--- src/hdl/cda_pkg.sv ---
// Shared types, codes and calendar helpers for the calendar date adder.
package cda_pkg;

    localparam int DAY_W            = 5;
    localparam int MONTH_W          = 4;
    localparam int YEAR_W           = 14;
    localparam int AMT_FIELD_W      = 16;
    localparam int IN_DATA_W        = 40;
    localparam int OUT_DATA_W       = 24;
    localparam int YEAR_MAX_DEF     = 9999;
    localparam int AMOUNT_WIDTH_DEF = 16;

    localparam logic [DAY_W-1:0]   DAY_RESET   = 5'd1;
    localparam logic [MONTH_W-1:0] MONTH_RESET = 4'd1;
    localparam logic [YEAR_W-1:0]  YEAR_RESET  = 14'd2000;
    localparam logic [MONTH_W-1:0] MONTH_JAN   = 4'd1;
    localparam logic [MONTH_W-1:0] MONTH_FEB   = 4'd2;
    localparam logic [MONTH_W-1:0] MONTH_APR   = 4'd4;
    localparam logic [MONTH_W-1:0] MONTH_JUN   = 4'd6;
    localparam logic [MONTH_W-1:0] MONTH_SEP   = 4'd9;
    localparam logic [MONTH_W-1:0] MONTH_NOV   = 4'd11;
    localparam logic [MONTH_W-1:0] MONTH_DEC   = 4'd12;

    // 25 * INV25 == 1 mod 2^14; y divisible by 25 iff y * INV25 mod 2^14 <= DIV25_LIM
    localparam logic [YEAR_W-1:0] INV25     = 14'd7209;
    localparam logic [YEAR_W-1:0] DIV25_LIM = 14'd655;

    typedef enum logic [1:0] {
        FUNC_LOAD       = 2'd0,
        FUNC_ADD_DAYS   = 2'd1,
        FUNC_ADD_MONTHS = 2'd2,
        FUNC_ADD_YEARS  = 2'd3
    } cda_func_t;

    typedef enum logic [2:0] {
        ST_IDLE,
        ST_LOAD,
        ST_DAYS,
        ST_MON_DIV,
        ST_MON_APPLY,
        ST_YEARS,
        ST_PUBLISH
    } cda_state_t;

    typedef struct packed {
        logic capture;
        logic do_load;
        logic day_step;
        logic mon_div;
        logic mon_apply;
        logic year_add;
        logic publish;
    } cda_cmd_t;

    typedef struct packed {
        logic amt_zero;
        logic out_busy;
    } cda_status_t;

    function automatic logic is_leap(input logic [YEAR_W-1:0] y);
        logic [2*YEAR_W-1:0] p;
        logic                d25;
        p   = y * INV25;
        d25 = (p[YEAR_W-1:0] <= DIV25_LIM);
        // div by 100 = div by 4 and 25, div by 400 = div by 16 and 25
        return ((y[1:0] == 2'd0) && !d25) || ((y[3:0] == 4'd0) && d25);
    endfunction

    function automatic logic [DAY_W-1:0] month_length(input logic [MONTH_W-1:0] m,
                                                      input logic leap);
        logic [DAY_W-1:0] len;
        case (m)
            MONTH_FEB: len = leap ? 5'd29 : 5'd28;
            MONTH_APR, MONTH_JUN, MONTH_SEP, MONTH_NOV: len = 5'd30;
            default:   len = 5'd31;
        endcase
        return len;
    endfunction

endpackage

--- src/hdl/cda_ctrl.sv ---
// Sequencing state machine for the calendar date adder.
module cda_ctrl
(
    input  logic                 clk,
    input  logic                 rst_n,
    input  logic                 s_tvalid,
    input  logic [1:0]           s_tuser,   // [1:0] func
    output logic                 s_tready,
    input  cda_pkg::cda_status_t status,
    output cda_pkg::cda_cmd_t    cmd
);
    import cda_pkg::*;

    cda_state_t state_reg, state_next;
    logic       accept;

    assign accept = s_tvalid && (state_reg == ST_IDLE);

    always_ff @(posedge clk or negedge rst_n)
    begin
        if (!rst_n)
        begin
            state_reg <= ST_IDLE;
        end
        else
        begin
            state_reg <= state_next;
        end
    end

    always_comb
    begin
        state_next = state_reg;
        case (state_reg)
            ST_IDLE:
            begin
                if (accept)
                begin
                    case (cda_func_t'(s_tuser))
                        FUNC_LOAD:       state_next = ST_LOAD;
                        FUNC_ADD_DAYS:   state_next = ST_DAYS;
                        FUNC_ADD_MONTHS: state_next = ST_MON_DIV;
                        FUNC_ADD_YEARS:  state_next = ST_YEARS;
                        default:         state_next = ST_LOAD;
                    endcase
                end
            end
            ST_LOAD:      state_next = ST_PUBLISH;
            ST_DAYS:
            begin
                if (status.amt_zero)
                begin
                    state_next = ST_PUBLISH;
                end
            end
            ST_MON_DIV:   state_next = ST_MON_APPLY;
            ST_MON_APPLY: state_next = ST_PUBLISH;
            ST_YEARS:     state_next = ST_PUBLISH;
            ST_PUBLISH:
            begin
                if (!status.out_busy)
                begin
                    state_next = ST_IDLE;
                end
            end
            default:      state_next = ST_IDLE;
        endcase
    end

    always_comb
    begin
        s_tready      = (state_reg == ST_IDLE);
        cmd           = '0;
        cmd.capture   = accept;
        case (state_reg)
            ST_LOAD:      cmd.do_load   = 1'b1;
            ST_DAYS:      cmd.day_step  = !status.amt_zero;
            ST_MON_DIV:   cmd.mon_div   = 1'b1;
            ST_MON_APPLY: cmd.mon_apply = 1'b1;
            ST_YEARS:     cmd.year_add  = 1'b1;
            ST_PUBLISH:   cmd.publish   = !status.out_busy;
            default:      cmd.publish   = 1'b0;
        endcase
    end

endmodule

--- src/hdl/cda_datapath.sv ---
// Date registers, month walker, month divider, year adder and output register.
module cda_datapath
#(
    parameter int YEAR_MAX     = cda_pkg::YEAR_MAX_DEF,
    parameter int AMOUNT_WIDTH = cda_pkg::AMOUNT_WIDTH_DEF
)
(
    input  logic                             clk,
    input  logic                             rst_n,
    input  cda_pkg::cda_cmd_t                cmd,
    output cda_pkg::cda_status_t             status,
    // amount[15:0], load_day[20:16], load_month[24:21], load_year[38:25], zero pad
    input  logic [cda_pkg::IN_DATA_W-1:0]    s_tdata,
    output logic                             m_tvalid,
    input  logic                             m_tready,
    // cur_day[4:0], cur_month[8:5], cur_year[22:9], year_overflow[23]
    output logic [cda_pkg::OUT_DATA_W-1:0]   m_tdata
);
    import cda_pkg::*;

    localparam int AW  = AMOUNT_WIDTH;
    localparam int NMW = AW + 1;                       // month index + amount
    localparam int RK  = NMW + 4;                      // reciprocal shift
    localparam int PW  = NMW + RK;
    localparam int SW  = ((NMW > YEAR_W) ? NMW : YEAR_W) + 1;
    localparam int CW  = (AW > DAY_W) ? AW : DAY_W;
    localparam logic [RK-1:0]     RECIP12 = RK'(((64'd1 << RK) + 64'd11) / 64'd12);
    localparam logic [YEAR_W-1:0] YMAX    = YEAR_W'(YEAR_MAX);

    // date state
    logic [DAY_W-1:0]   day_reg,   day_next;
    logic [MONTH_W-1:0] month_reg, month_next;
    logic [YEAR_W-1:0]  year_reg,  year_next;
    logic               leap_reg;
    logic               ovf_reg,   ovf_next;

    // captured transaction payload and work registers
    logic [AW-1:0]      amt_reg,   amt_next;
    logic [DAY_W-1:0]   ld_day_reg;
    logic [MONTH_W-1:0] ld_month_reg;
    logic [YEAR_W-1:0]  ld_year_reg;
    logic [NMW-1:0]     nm_reg;
    logic [NMW-1:0]     q_reg;

    // output register
    logic                  out_valid_reg, out_valid_next;
    logic [OUT_DATA_W-1:0] out_data_reg;

    logic [AW-1:0]      amt_in;
    logic [NMW-1:0]     nm_calc;
    logic [PW-1:0]      prod;
    logic [NMW-1:0]     rem;
    logic [NMW-1:0]     addend;
    logic [SW-1:0]      year_sum;
    logic [YEAR_W-1:0]  year_sat;
    logic               year_ovf;
    logic [DAY_W-1:0]   len;
    logic [DAY_W-1:0]   to_next;
    logic [CW-1:0]      amt_ext;
    logic [CW-1:0]      to_ext;
    logic [CW-1:0]      amt_left;
    logic               carry_month;

    generate
        if (AW >= AMT_FIELD_W)
        begin : g_amt_wide
            assign amt_in = AW'(s_tdata[AMT_FIELD_W-1:0]);
        end
        else
        begin : g_amt_narrow
            assign amt_in = s_tdata[AW-1:0];
        end
    endgenerate

    // months: nm / 12 by reciprocal multiply, remainder on the next cycle
    assign nm_calc = NMW'(amt_reg) + NMW'(month_reg - MONTH_JAN);
    assign prod    = PW'(nm_calc) * PW'(RECIP12);
    assign rem     = nm_reg - ((q_reg << 3) + (q_reg << 2));

    // shared saturating year adder
    always_comb
    begin
        if (cmd.year_add)
        begin
            addend = NMW'(amt_reg);
        end
        else if (cmd.mon_apply)
        begin
            addend = q_reg;
        end
        else
        begin
            addend = NMW'(1);
        end
        year_sum = SW'(year_reg) + SW'(addend);
        year_ovf = (year_sum > SW'(YEAR_MAX));
        year_sat = year_ovf ? YMAX : year_sum[YEAR_W-1:0];
    end

    // one month per step; a day past the month end counts as its last day
    assign len         = month_length(month_reg, leap_reg);
    assign to_next     = (day_reg <= len) ? (len - day_reg + 5'd1) : 5'd1;
    assign amt_ext     = CW'(amt_reg);
    assign to_ext      = CW'(to_next);
    assign carry_month = (amt_ext >= to_ext);
    assign amt_left    = amt_ext - to_ext;

    always_comb
    begin
        day_next   = day_reg;
        month_next = month_reg;
        year_next  = year_reg;
        ovf_next   = ovf_reg;
        amt_next   = amt_reg;
        if (cmd.capture)
        begin
            ovf_next = 1'b0;
            amt_next = amt_in;
        end
        else if (cmd.do_load)
        begin
            day_next = (ld_day_reg == '0) ? DAY_RESET : ld_day_reg;
            if (ld_month_reg == '0)
            begin
                month_next = MONTH_JAN;
            end
            else if (ld_month_reg > MONTH_DEC)
            begin
                month_next = MONTH_DEC;
            end
            else
            begin
                month_next = ld_month_reg;
            end
            if (ld_year_reg == '0)
            begin
                year_next = YEAR_W'(1);
            end
            else if (ld_year_reg > YMAX)
            begin
                year_next = YMAX;
                ovf_next  = 1'b1;
            end
            else
            begin
                year_next = ld_year_reg;
            end
        end
        else if (cmd.day_step)
        begin
            if (carry_month)
            begin
                amt_next = amt_left[AW-1:0];
                day_next = DAY_RESET;
                if (month_reg >= MONTH_DEC)
                begin
                    month_next = MONTH_JAN;
                    year_next  = year_sat;
                    ovf_next   = ovf_reg | year_ovf;
                end
                else
                begin
                    month_next = month_reg + MONTH_W'(1);
                end
            end
            else
            begin
                day_next = day_reg + amt_ext[DAY_W-1:0];
                amt_next = '0;
            end
        end
        else if (cmd.mon_apply)
        begin
            month_next = rem[MONTH_W-1:0] + MONTH_W'(1);
            year_next  = year_sat;
            ovf_next   = ovf_reg | year_ovf;
        end
        else if (cmd.year_add)
        begin
            year_next = year_sat;
            ovf_next  = ovf_reg | year_ovf;
        end
    end

    always_comb
    begin
        out_valid_next = out_valid_reg;
        if (cmd.publish)
        begin
            out_valid_next = 1'b1;
        end
        else if (m_tready)
        begin
            out_valid_next = 1'b0;
        end
    end

    always_ff @(posedge clk or negedge rst_n)
    begin
        if (!rst_n)
        begin
            day_reg       <= DAY_RESET;
            month_reg     <= MONTH_RESET;
            year_reg      <= YEAR_RESET;
            leap_reg      <= is_leap(YEAR_RESET);
            ovf_reg       <= 1'b0;
            out_valid_reg <= 1'b0;
        end
        else
        begin
            day_reg       <= day_next;
            month_reg     <= month_next;
            year_reg      <= year_next;
            // follows year_reg in the next cycle; February is never walked right after a year change
            leap_reg      <= is_leap(year_reg);
            ovf_reg       <= ovf_next;
            out_valid_reg <= out_valid_next;
        end
    end

    always_ff @(posedge clk)
    begin
        amt_reg <= amt_next;
        if (cmd.capture)
        begin
            ld_day_reg   <= s_tdata[20:16];
            ld_month_reg <= s_tdata[24:21];
            ld_year_reg  <= s_tdata[38:25];
        end
        if (cmd.mon_div)
        begin
            nm_reg <= nm_calc;
            q_reg  <= prod[PW-1:RK];
        end
        if (cmd.publish)
        begin
            out_data_reg <= {ovf_reg, year_reg, month_reg, day_reg};
        end
    end

    assign status.amt_zero = (amt_reg == '0);
    assign status.out_busy = out_valid_reg && !m_tready;
    assign m_tvalid        = out_valid_reg;
    assign m_tdata         = out_data_reg;

`ifndef SYNTHESIS
    a_month_range: assert property (@(posedge clk) disable iff (!rst_n)
        (month_reg >= MONTH_JAN) && (month_reg <= MONTH_DEC))
        else $error("month register out of range");

    a_day_nonzero: assert property (@(posedge clk) disable iff (!rst_n)
        (day_reg != '0) && (year_reg != '0))
        else $error("day or year register is zero");

    a_walk_progress: assert property (@(posedge clk) disable iff (!rst_n)
        cmd.day_step |=> (amt_reg < $past(amt_reg)))
        else $error("day walk did not consume any days");

    a_ovf_saturated: assert property (@(posedge clk) disable iff (!rst_n)
        (cmd.publish && ovf_reg) |=> (m_tdata[22:9] == YMAX))
        else $error("overflow reported without a saturated year");
`endif

endmodule

--- src/hdl/calendar_date_adder.sv ---
// Top level of the Gregorian calendar date adder.
// Holds one date (reset: 1 January 2000) and takes one transaction at a time: tuser selects
// load, add days, add months or add years, and every transaction returns one result with
// the new date and a flag set when the year saturated at YEAR_MAX. A load passes through the
// load and publish states; adding months through month divide, month apply and publish;
// adding years through the year and publish states. Adding days walks the calendar one month
// per cycle in the day stepper, then publishes. The result sits in an output register; a
// new transaction is taken once that register has been loaded, even while it still waits.
module calendar_date_adder
#(
    parameter int YEAR_MAX     = cda_pkg::YEAR_MAX_DEF,
    parameter int AMOUNT_WIDTH = cda_pkg::AMOUNT_WIDTH_DEF
)
(
    input  logic                           clk,
    input  logic                           rst_n,
    input  logic                           s_tvalid,
    output logic                           s_tready,
    // amount[15:0], load_day[20:16], load_month[24:21], load_year[38:25], zero pad
    input  logic [cda_pkg::IN_DATA_W-1:0]  s_tdata,
    // func[1:0]
    input  logic [1:0]                     s_tuser,
    output logic                           m_tvalid,
    input  logic                           m_tready,
    // cur_day[4:0], cur_month[8:5], cur_year[22:9], year_overflow[23]
    output logic [cda_pkg::OUT_DATA_W-1:0] m_tdata
);
    import cda_pkg::*;

    cda_cmd_t    cmd;
    cda_status_t status;

    cda_ctrl u_ctrl
    (
        .clk      (clk),
        .rst_n    (rst_n),
        .s_tvalid (s_tvalid),
        .s_tuser  (s_tuser),
        .s_tready (s_tready),
        .status   (status),
        .cmd      (cmd)
    );

    cda_datapath
    #(
        .YEAR_MAX     (YEAR_MAX),
        .AMOUNT_WIDTH (AMOUNT_WIDTH)
    )
    u_datapath
    (
        .clk      (clk),
        .rst_n    (rst_n),
        .cmd      (cmd),
        .status   (status),
        .s_tdata  (s_tdata),
        .m_tvalid (m_tvalid),
        .m_tready (m_tready),
        .m_tdata  (m_tdata)
    );

endmodule

--- config.mk ---
export PLATFORM = sky130hd
export DESIGN_NAME = calendar_date_adder
export DESIGN_NICKNAME = d
export VERILOG_FILES = /design/src/hdl/cda_pkg.sv /design/src/hdl/cda_ctrl.sv /design/src/hdl/cda_datapath.sv /design/src/hdl/calendar_date_adder.sv
export SDC_FILE = /design/constraint.sdc
export NUM_CORES = 1
export LEC_CHECK = 0
export BUFFER_PORTS_ARGS = -buffer_cell sky130_fd_sc_hd__clkbuf_2
export CAP_MARGIN = 25
export CORE_MARGIN = 5
export CORE_UTILIZATION = 60
export DETAILED_ROUTE_END_ITERATION = 16
export HOLD_SLACK_MARGIN = 0.03
export PLACE_DENSITY = 0.83
export SYNTH_ARGS = -nofsm -noshare
export SYNTH_HDL_FRONTEND = slang
export SYNTH_HIERARCHICAL = 1
export SYNTH_SLANG_ARGS = --single-unit
--- constraint.sdc ---
create_clock -name clk -period 9.7 [get_ports clk]
set_input_delay 0.97 -clock clk [delete_from_list [all_inputs] [get_ports clk]]
set_output_delay 0.97 -clock clk [all_outputs]
set_load 0.02 [all_outputs]
# Yosys cells after proc, flatten, opt, wreduce, memory -nomap -nowiden
# Cells that the tools add are included.
# op_classes
bitwise_logic	2
muxes	51
mul	2
reduce_logical	31
n_addsub	11
eq_ne	24
magnitude_cmp	7
# ops
operator	count
$mux W14	10
$mux W16	5
$mul A17 B18 Y35 const B	1
$mux W4	7
$mux W5	5
$add A14 B17 Y18	1
$gt A18 B14 Y1 const B	1
$mux W1	18
$add A16 B17 Y17	1
$ge A16 B5 Y1	1
$logic_not A16 Y1	1
$sub A16 B5 Y16	1
$pmux W3 S5	1
$gt A14 B14 Y1 const B	1
$le A14 B10 Y1 const B	1
$logic_not A14 Y1	1
$mul A14 B13 Y14 const B	1
$pmux W3 S4	1
$pmux W5 S2	1
$eq A3 B3 Y1 const B	3
$mux W3	3
$ne A3 B1 Y1 const B	3
$add A4 B1 Y4 const B	2
$eq A4 B3 Y1 const B	2
other kinds (38)	56
# word_totals
elab_cells	142
output_inout_bits	26
regBits	110
input_bits	46

# Longest topological paths before layout
# Gate-level depths: netlist (run 1).
# depth
word_depth	12
depth_mapped	31
ltp_nobuf	31

# Hierarchy
# Netlist (run 1), hierarchy kept.
# modules_own_cells
module	instances	area_each_um2	cells_each	seq_area_each_um2
cda_datapath	1	12299.3	1236	3094.2
cda_ctrl	1	285.3	29	75.1

# Least setup slack after synthesis (run 1)
# Ideal clock, no wire load.
# synth_timing
path_type	register to register
startpoint	reg u_datapath.month_reg[1]
endpoint	reg u_datapath.q_reg[13] (data pin)
slack_ns	0.783
t_arrival_ns	8.657
required_ns	9.440
synth_period_minus_slack_ns	8.917
path_stages_with_launch	32
setup_ns	0.260
n_path_buf	0
cell_sequence	dfrtp_1 -> inv_1 -> ha_1 -> nor3b_1 -> ha_1 -> o21ai_0 -> nand2b_1 -> o41a_1 -> a41o_1 -> o2111a_1 -> o21a_1 -> nor2_1 -> xnor2_1 -> ha_1 -> fa_1 -> inv_1 -> fa_1 -> inv_1 -> fa_1 -> inv_1 -> fa_1 -> fa_1 -> inv_1 -> ha_1 -> and3_1 -> a221oi_1 -> nor2_1 -> nor3_1 -> a21oi_1 -> or4_1 -> a31o_2 -> xnor2_1
# synth_via
elab_chain_cells	3
# synth_rtl
element	line_no	text
from (decl)	cda_datapath.sv:32	logic [MONTH_W-1:0] month_reg, month_next;
from (signal assigned)	cda_datapath.sv:212	month_reg <= month_next;
$sub A4 B1 Y5	cda_datapath.sv:76	assign nm_calc = NMW'(amt_reg) + NMW'(month_reg - MONTH_JAN);
$add A16 B17 Y17	cda_datapath.sv:76	
$mul A17 B18 Y35	cda_datapath.sv:77	assign prod = PW'(nm_calc) * PW'(RECIP12);
via u_datapath.prod[34]	cda_datapath.sv:51	logic [PW-1:0] prod;
to (signal assigned)	cda_datapath.sv:233	q_reg <= prod[PW-1:RK];
to (decl)	cda_datapath.sv:43	logic [NMW-1:0] q_reg;
# The timed path passes the listed nets, and every way through them passes these cells.
# A chain may end at the register's enable or synchronous reset.

# Final worst setup path (run 1)
# layout_timing
startpoint	reg u_datapath.month_reg[0]
endpoint	reg u_datapath.q_reg[13] (data pin)
# The elaborated chain is that of the path after synthesis.

==> impl_metrics.toml, run 1 <==
[clock_tree]
cts_buffers = 9
cts_tree = "built"
cts_setup_buffers = 0
ctsHoldBuffers = 0
htree_levels = 3
path_clk_slew_ns = 0.07
clk_latency_ns = 0.36
cts_sinks = 110
cts_root_buf = "clkbuf_16"
clock_path_buffers = 2

[worst_setup_path]
critPathSlowestCell = "dfstp_2"
worstSetupPathType = "reg -> reg"
r2r_setup_slack_ns = 0.38
r2r-start = "u_datapath/month_reg[0]"
crit_path_max_fanout = 7
max_stage_delay_ns = 0.61
r2r_cells = 31
critPathArrivalTime_ns = 9.43
crit_required_ns = 9.81
rr_endpoint = "u_datapath/q_reg[13]"
cp-end-kind = "flop"
start_kind = "flop"

[layout]
multi_input_area_um2 = 8434
fillers = 1580
postLayoutCellArea_um2 = 13510
diodes = 0
final_nets = 1680
drive_above_1_share_pct = 9.811
largest_register_ffs = 24
stdcell_count = 1600
area_growth_pct = 7.347
ff_latch_area_um2 = 3169

[sta]
tightestPinTransition_ns = 0.9459
final_max_slew_viol_count = 0
min_period_over_period_pct = 96.07
finClkSkew_ns = 0.006336
period_needed_ns = 9.319
setup_viol = 0
fmax_mhz = 107.3
hold_violations = 0
slew_headroom_pct = 36.94

[logic_synthesis]
ys.flop_type = "edfxtp_1"
yosysWarnings = 6
synth_edf_count = 81
synth_top_area_share_pct = 21.38
synthArstFlopShare_pct = 26.36
synth_area_leaders = "ha_1 21%, edfxtp_1 19%, fa_1 16%"
synth.largest_area_cell = "ha_1"
synth-seq-cells = 110
synth_nets = 1625
avgSynthCellArea_um2 = 9.948
synthesis.area_um2 = 12580
syn_inst = 1265
synth-seq-area-share_pct = 25.18
netlist-cell-type-count = 77

[min_path]
hold_end = "u_datapath/m_tdata[23]"
hp-class = "reg -> reg"
min_from = "u_datapath/ovf_reg"
worstHoldPathCells = 0

[detailed_routing]
drt_iter0_drc = 705
drcViolationCount = 0
totalWireLength_um = 28160
avgRoutedWirePerCell_um = 17.60
vias = 9368
dr.pass1.iters = 5
final_antenna_net_count = 0
via_per_inst = 5.855

[job]
drv_cap = 0

[floorplanning]
rows = 53
die-area_um2 = 23970
num_io_pins = 72
fp.dieW_um = 154.8
die_h_um = 154.8
core_um2 = 20820
floorplan.initialDensity_pct = 60.44

[global_route]
antenna_found_initial = 0
grt_usage_pct = 24.29
grt_max_degree = 53
grt_pass1_wl_um = 47370
overflow = 0
grt_pass1_vias = 9624

[placed_design]
placed_cells = 1584
port-buffer-count = 70
place_area_um2 = 13190
dp_hpwl_um = 22890
gp_congestion = 0.9109

[status]
status = "finished clean"
## layout make-up
class / instances / area share (%)
multi-input combinational: 891 / 62.43
sequential: 110 / 23.46
inverter: 232 / 6.446
timing repair buffer: 76 / 2.927
tap: 275 / 2.547
clock buffer: 10 / 1.769
clock inverter: 6 / 0.4168
## metal layers
layer,vias to the layer above,part of all wire [%],track usage (%)
li1,4460,-,-
met1,4543,44,33.89
met2,321,48,40.93
met3,44,6.1,2.658
met4,0,1.8,5.929
met5,-,0,0
## cell usage in the layout, fill, tap and decap left out, types with 8 or more instances in the layout
cell type	netlist	layout
nor2b_1	13	13
fa_1	99	99
xor2_1	25	25
ha_1	215	215
a21oi_1	52	52
nand2b_1	13	13
edfxtp_1	81	81
nand3_1	21	21
o211ai_1	12	12
xnor2_1	53	52
nor4_1	9	9
nor3b_1	9	8
clkbuf_16	0	9
o21a_1	13	13
a31oi_1	15	15
nand2_1	63	63
nor3_1	16	16
o21ai_0	55	55
dfrtp_1	20	20
and3_1	10	10
a21o_1	17	17
inv_1	232	232
o31ai_1	11	11
a22o_1	14	14
dfstp_2	9	9
clkbuf_2	0	70
nor2_1	56	55
## synthesized netlist by cell type, types with 5 or more instances
master    count
a31oi_1      15
nand2_1      63
nand3_1      21
edfxtp_1     81
nor2_1       56
and3_1       10
nor3b_1       9
nor2b_1      13
o211ai_1     12
o21a_1       13
o21bai_1      5
o21ai_0      55
nor4_1        9
dfrtp_1      20
clkbuf_1     22
dfstp_2       9
xor2_1       25
nor3_1       16
fa_1         99
or3_1         6
a21oi_1      52
xnor2_1      53
a22o_1       14
ha_1        215
inv_1       232
o31ai_1      11
a21o_1       17
nand2b_1     13
## worst max path at each step
stage / start / to / slack (ns) / depth (start not counted)
2_1_floorplan: u_datapath/month_reg[1] / u_datapath/q_reg[13] / 0.78 / 31
3_3_place_gp: u_datapath/month_reg[0] / u_datapath/q_reg[13] / 0.44 / 31
3_5_place_dp: u_datapath/month_reg[0] / u_datapath/q_reg[13] / 0.09 / 31
4_1_cts: u_datapath/month_reg[0] / u_datapath/q_reg[13] / 0.07 / 31
5_1_grt: u_datapath/month_reg[0] / u_datapath/q_reg[13] / -0.02 / 31
6_report: u_datapath/month_reg[0] / u_datapath/q_reg[13] / 0.38 / 31
## through the flow
step                      hold slack [ns]  util, %  setup WS [ns]  TNS [ns]
after global placement             0.4420    63.33         0.4402         0
after floorplan                    0.4231        -         0.7828         0
after global routing               0.4713    64.88       -0.01918  -0.01918
final                              0.4588    64.88         0.3810         0
after detailed placement           0.4450    63.33        0.09290         0
after CTS                          0.4621    64.75        0.06611         0
## what timing repair did
item                       4_1_cts  5_1_grt
hold endpoints to repair         0        0
setup endpoints to repair        0        5
gates resized for setup          0        4
## cells by family (layout without fill, tap and decap cells)
group / Yosys count / in the layout / synth area share [%]
buffers and inverters: 264 / 324 / 8.173
adders and majority gates: 314 / 314 / 37.12
DFF: 110 / 110 / 25.18
and+or+nand+nor: 247 / 247 / 10.12
AOI/OAI and AO/OA: 245 / 245 / 13.37
xor gates and xnor gates: 78 / 78 / 5.429
muxes: 7 / 7 / 0.5965
## worst max-delay path, delay by kind of cell, from the launching register on
kind                       cells  cell delay (ns)
and+or+nand+nor                6             1.48
adders and majority gates      9             4.00
buffers and inverters          5             0.50
xor gates and xnor gates       3             0.45
DFF                            1             0.61
AOI/OAI and AO/OA              8             2.04
Power of run 1 is left out: the tool's default activity adds up to more than one toggle a clock period on the data nets, which glitch-free logic cannot reach.
==> inputs of run 2 (changes only) <==
--- a/config.mk
+++ b/config.mk
@@ -5,13 +5,14 @@
 export SDC_FILE = /design/constraint.sdc
 export NUM_CORES = 1
 export LEC_CHECK = 0
+export ABC_AREA = 1
 export BUFFER_PORTS_ARGS = -buffer_cell sky130_fd_sc_hd__clkbuf_2
 export CAP_MARGIN = 25
 export CORE_MARGIN = 5
 export CORE_UTILIZATION = 60
 export DETAILED_ROUTE_END_ITERATION = 16
 export HOLD_SLACK_MARGIN = 0.03
-export PLACE_DENSITY = 0.83
+export PLACE_DENSITY = 0.82
 export SYNTH_ARGS = -nofsm -noshare
 export SYNTH_HDL_FRONTEND = slang
 export SYNTH_HIERARCHICAL = 1
==> impl_metrics.toml, run 2 <==
[clock_tree]
htree_levels = 3
cts_setup_buffers = 0
cts_root_buf = "clkbuf_16"
path_clk_slew_ns = 0.07
cts_tree = "built"
cts_resized = 0
cts_buffers = 9
cts_sinks = 110
clk_latency_ns = 0.35
ctsHoldBuffers = 0
clock_path_buffers = 2

[sta]
period_needed_ns = 8.330
finClkSkew_ns = 0.007345
rsz0062_at_grt = "false"
fmax_mhz = 120.0
hold_violations = 0
tightestPinTransition_ns = 0.7874
final_max_slew_viol_count = 0
min_period_over_period_pct = 85.88
slew_headroom_pct = 47.45
setup_tns_ns = 0
setup_viol = 0
setup_slack_ns = 1.370

[global_route]
grt_usage_pct = 25.14
overflow = 0
grt_max_degree = 44
grt_pass1_wl_um = 53250
grt_pass1_vias = 11166
antenna_found_initial = 0

[worst_setup_path]
max_stage_delay_ns = 0.58
crit_family = "adder cells"
cp_common_cell = "nand2_1"
cp-end-kind = "flop"
critPathArrivalTime_ns = 8.43
start_kind = "flop"
crit_path_max_fanout = 13
crit_required_ns = 9.80
critPathSlowestCell = "dfstp_2"
path_buf_inv = 8
worstSetupPathType = "reg -> reg"

[logic_synthesis]
synthArstFlopShare_pct = 26.36
synth-seq-area-share_pct = 23.24
yosysWarnings = 6
synth_most_common_cell = "inv_1"
synth_edf_count = 81
netlist-cell-type-count = 59
syn_inst = 1666
avgSynthCellArea_um2 = 8.184
synth_nets = 2026
synth.largest_area_cell = "ha_1"
synthesis.area_um2 = 13630
synth_top_area_share_pct = 19.73
ys.flop_type = "edfxtp_1"
synth-seq-cells = 110
synth_area_leaders = "ha_1 20%, edfxtp_1 18%, fa_1 15%"
synthTopCellsByCount = "388 x inv_1, 294 x nand2_1, 215 x ha_1, 103 x nor2_1, 99 x fa_1"

[detailed_routing]
avgRoutedWirePerCell_um = 15.81
final_antenna_net_count = 0
drcViolationCount = 0
vias = 11021
totalWireLength_um = 32050
dr.pass1.iters = 5
drt_iter0_drc = 626
via_per_inst = 5.437

[layout]
fillers = 1914
final_common_cell = "inv_1"
layout_common_cells = "388 x inv_1, 294 x nand2_1, 215 x ha_1"
area_growth_pct = 7.122
stdcell_count = 2027
drive_above_1_share_pct = 8.266
diodes = 0
ff_latch_area_um2 = 3169
final_nets = 2097
largest_register_ffs = 24
multi_input_area_um2 = 8936

[placed_design]
port-buffer-count = 70
gp_congestion = 0.9436
place_worst_setup_slack_ns = 1.551
dp_hpwl_um = 26910
placed_cells = 2010

[floorplanning]
num_io_pins = 72
rows = 55
fp.dieW_um = 160.7
core_um2 = 22500
die_h_um = 160.7
die-area_um2 = 25840
floorplan.initialDensity_pct = 60.59

[min_path]
hp-class = "reg -> reg"

[status]
status = "finished clean"

[job]
drv_cap = 0
run 2: cell types whose count changed in the layout (fill, tap and decap cells not counted), moves of 13 or more:
cell / delta
nand2b_1: -13
o21ai_0: +21
a22o_1: -13
nor2b_1: -13
nand4_1: +20
xor2_1: +17
nor2_1: +47
inv_1: +156
xnor2_1: -30
a21oi_1: +42
nand3_1: +45
nand2_1: +231
run 2: layout make-up:
class,count,share of cell area (%)
inverter,389,9.997
clock buffer,9,1.542
timing repair buffer,75,2.681
tap,285,2.442
clock inverter,7,0.4540
multi-input combinational,1152,61.18
sequential,110,21.70
run 2: layer usage:
metal | GRT usage, % | part of all wire, %
met1 | 32.28 | 43
met2 | 44.21 | 49
met3 | 3.131 | 4.8
met4 | 8.337 | 3.2
met5 | 0 | 0
run 2: worst register-to-register path, delay by kind of cell, from the launching register on:
family	cells	cell delay, ns
adders and majority gates	9	4.05
AOI/OAI and AO/OA	7	1.43
and+or+nand+nor	11	1.02
buffers and inverters	8	0.81
DFF	1	0.58
xor gates and xnor gates	1	0.18
run 2: final timing paths:
path	slack (ns)	from	to	cells after the start
setup reg to reg	1.37	u_datapath/month_reg[0]	u_datapath/q_reg[8]	36
hold reg to reg	0.51	u_datapath/ovf_reg	u_datapath/m_tdata[23]	0
hold / removal	0.51	u_datapath/ovf_reg	u_datapath/m_tdata[23]	0
max in group asynchronous	8.56	rst_n	u_datapath/month_reg[1]	1
setup / recovery	1.37	u_datapath/month_reg[0]	u_datapath/q_reg[8]	36
min in group asynchronous	0.67	rst_n	u_datapath/year_reg[5]	1
run 2: kinds of logic (layout without fill, tap and decap cells):
| group | count (synthesis) | in the layout | share of synthesized area (%) |
|---|---|---|---|
| AND/OR/NAND/NOR | 549 | 549 | 17.53 |
| AO/OA/AOI/OAI | 225 | 225 | 9.470 |
| flip-flops | 110 | 110 | 23.24 |
| buffers and inverters | 404 | 480 | 11.38 |
| adder cells (fa/ha/maj) | 314 | 314 | 34.27 |
| XOR/XNOR | 64 | 64 | 4.111 |
run 2: through the flow:
| step | util (%) | area (µm²) | hold slack, ns |
|---|---|---|---|
| floorplan | - | 13630 | 0.4483 |
| global placement | 63.56 | 14300 | 0.4642 |
| detailed placement | 63.56 | 14300 | 0.4880 |
| CTS | 64.85 | 14590 | 0.5037 |
| global route | 64.90 | 14610 | 0.5163 |
| finish | 64.90 | 14610 | 0.5137 |
Power of run 2 is left out for the same reason.
==> inputs of run 3 (changes only) <==
--- a/config.mk
+++ b/config.mk
@@ -13,7 +13,8 @@
 export DETAILED_ROUTE_END_ITERATION = 16
 export HOLD_SLACK_MARGIN = 0.03
 export PLACE_DENSITY = 0.82
+export RECOVER_POWER = 50
 export SYNTH_ARGS = -nofsm -noshare
 export SYNTH_HDL_FRONTEND = slang
-export SYNTH_HIERARCHICAL = 1
 export SYNTH_SLANG_ARGS = --single-unit
+export TNS_END_PERCENT = 30
==> impl_metrics.toml, run 3 <==
[logic_synthesis]
synth-seq-area-share_pct = 23.81
syn_inst = 1587
synthTopCellsByCount = "346 x inv_1, 269 x nand2_1, 218 x ha_1, 116 x nor2_1, 97 x fa_1"
synthArstFlopShare_pct = 26.36
synth.largest_area_cell = "ha_1"
synth_most_common_cell = "inv_1"
synth_top_area_share_pct = 20.49
netlist-cell-type-count = 50
avgSynthCellArea_um2 = 8.387
synth-seq-cells = 110
synth_nets = 1948
synth_area_leaders = "ha_1 20%, edfxtp_1 18%, fa_1 15%"
ys.flop_type = "edfxtp_1"
synth_edf_count = 81
yosysWarnings = 0
synthesis.area_um2 = 13310

[floorplanning]
core_um2 = 21820
fp.dieW_um = 158.9
rows = 54
floorplan.initialDensity_pct = 60.99
die-area_um2 = 25260
die_h_um = 158.9
num_io_pins = 72

[layout]
area_growth_pct = 6.938
multi_input_area_um2 = 8723
ff_latch_area_um2 = 3169
largest_register_ffs = 24
drive_above_1_share_pct = 6.426
final_common_cell = "inv_1"
diodes = 0
final_nets = 2021
fillers = 1758
layout_common_cells = "346 x inv_1, 269 x nand2_1, 218 x ha_1"

[clock_tree]
cts_root_buf = "clkbuf_16"
ctsHoldBuffers = 0
cts_setup_buffers = 0
cts_sinks = 110
cts_resized = 0
clock_path_buffers = 2
cts_buffers = 9
path_clk_slew_ns = 0.08
htree_levels = 3
cts_tree = "built"
clk_latency_ns = 0.36

[min_path]
min_from = "u_datapath.ovf_reg"
hp-class = "reg -> reg"
hold_end = "u_datapath.m_tdata[23]"
worstHoldPathCells = 0

[detailed_routing]
totalWireLength_um = 31110
drcViolationCount = 0
dr.pass1.iters = 6
final_antenna_net_count = 0
avgRoutedWirePerCell_um = 16.00
vias = 10862
via_per_inst = 5.585
drt_iter0_drc = 702

[global_route]
grt_pass1_vias = 11065
grt_max_degree = 41
grt_usage_pct = 24.58
overflow = 0
grt_pass1_wl_um = 52060
antenna_found_initial = 0

[placed_design]
port-buffer-count = 70
gp_congestion = 0.9641
dp_hpwl_um = 26440

[worst_setup_path]
worstSetupPathType = "reg -> reg"
r2r_setup_slack_ns = 1.36
cp-end-kind = "flop"
critPathSlowestCell = "dfstp_1"
r2r-start = "u_datapath.month_reg[0]"
cp_common_cell = "nand2_1"
rr_endpoint = "u_datapath.q_reg[13]"
max_stage_delay_ns = 0.63
start_kind = "flop"
crit_path_max_fanout = 13
critPathArrivalTime_ns = 8.46
r2r_cells = 38
crit_required_ns = 9.81

[sta]
min_period_over_period_pct = 86.01
rsz0062_at_grt = "false"
slew_headroom_pct = -1.670
final_max_slew_viol_count = 30
hold_violations = 0
fmax_mhz = 119.9
tightestPinTransition_ns = 1.525
setup_viol = 0
period_needed_ns = 8.343
setup_tns_ns = 0
finClkSkew_ns = 0.01742

[job]
drv_cap = 1

[status]
violations = "capacitance limit, slew limit"
status = "complete, but fails checks"
[run 3: metal layers]
metal,GRT usage [%],vias to the layer above,wire length [µm]
li1,-,5274,-
met5,0,-,0
met2,43.44,404,15450
met3,2.822,101,1803
met1,30.75,5083,12480
met4,9.849,0,1376
[run 3: stage by stage]
stage | util (%) | hold slack [ns] | cell area [µm²] | worst slack, ns | cells
floorplan | - | 0.4231 | 13310 | 2.233 | 1587
global placement | 63.98 | 0.4628 | 13960 | 1.689 | 1928
detailed placement | 63.98 | 0.4700 | 13960 | 1.555 | 1928
CTS | 65.35 | 0.4878 | 14260 | 1.503 | 1944
global route | 65.22 | 0.5135 | 14230 | 0.7515 | 1945
finish | 65.22 | 0.4845 | 14230 | 1.357 | 1945
[run 3: worst max path at each step]
| stage | start | slack (ns) | depth (start not counted) | end |
|---|---|---|---|---|
| 5_1_grt | u_datapath.month_reg[0] | 0.75 | 38 | u_datapath.q_reg[13] |
| 2_1_floorplan | u_datapath.month_reg[1] | 2.23 | 33 | u_datapath.q_reg[12] |
| 3_3_place_gp | u_datapath.month_reg[0] | 1.69 | 38 | u_datapath.q_reg[13] |
| 4_1_cts | u_datapath.month_reg[0] | 1.50 | 38 | u_datapath.q_reg[13] |
| 3_5_place_dp | u_datapath.month_reg[0] | 1.56 | 38 | u_datapath.q_reg[13] |
| 6_report | u_datapath.month_reg[0] | 1.36 | 38 | u_datapath.q_reg[13] |
[run 3: cell families (layout without fill, tap and decap cells)]
logic type | Yosys count | after routing | synth area share (%)
compound gates | 209 | 209 | 8.968
fa+ha+maj | 315 | 315 | 35.08
flops | 110 | 110 | 23.81
buf+inv | 367 | 445 | 10.65
xor+xnor | 66 | 66 | 4.343
simple gates | 520 | 520 | 17.15
[run 3: layout make-up]
class                   instances  share of cell area (%)
repair buffers                 74                   2.479
flip-flops and latches        110                   22.27
clock buffers                   9                   1.582
clock inverters                 7                  0.5098
well taps                     280                   2.461
multi-input cells            1110                   61.29
inverters                     355                   9.415
[run 3: worst max-delay path, delay by kind of cell, from the launching register on]
| family | cells | cell delay [ns] |
|---|---|---|
| fa+ha+maj | 9 | 4.04 |
| simple gates | 14 | 1.27 |
| compound gates | 6 | 1.03 |
| buf+inv | 8 | 0.85 |
| flops | 1 | 0.63 |
| xor+xnor | 1 | 0.29 |
Power of run 3 is left out for the same reason.
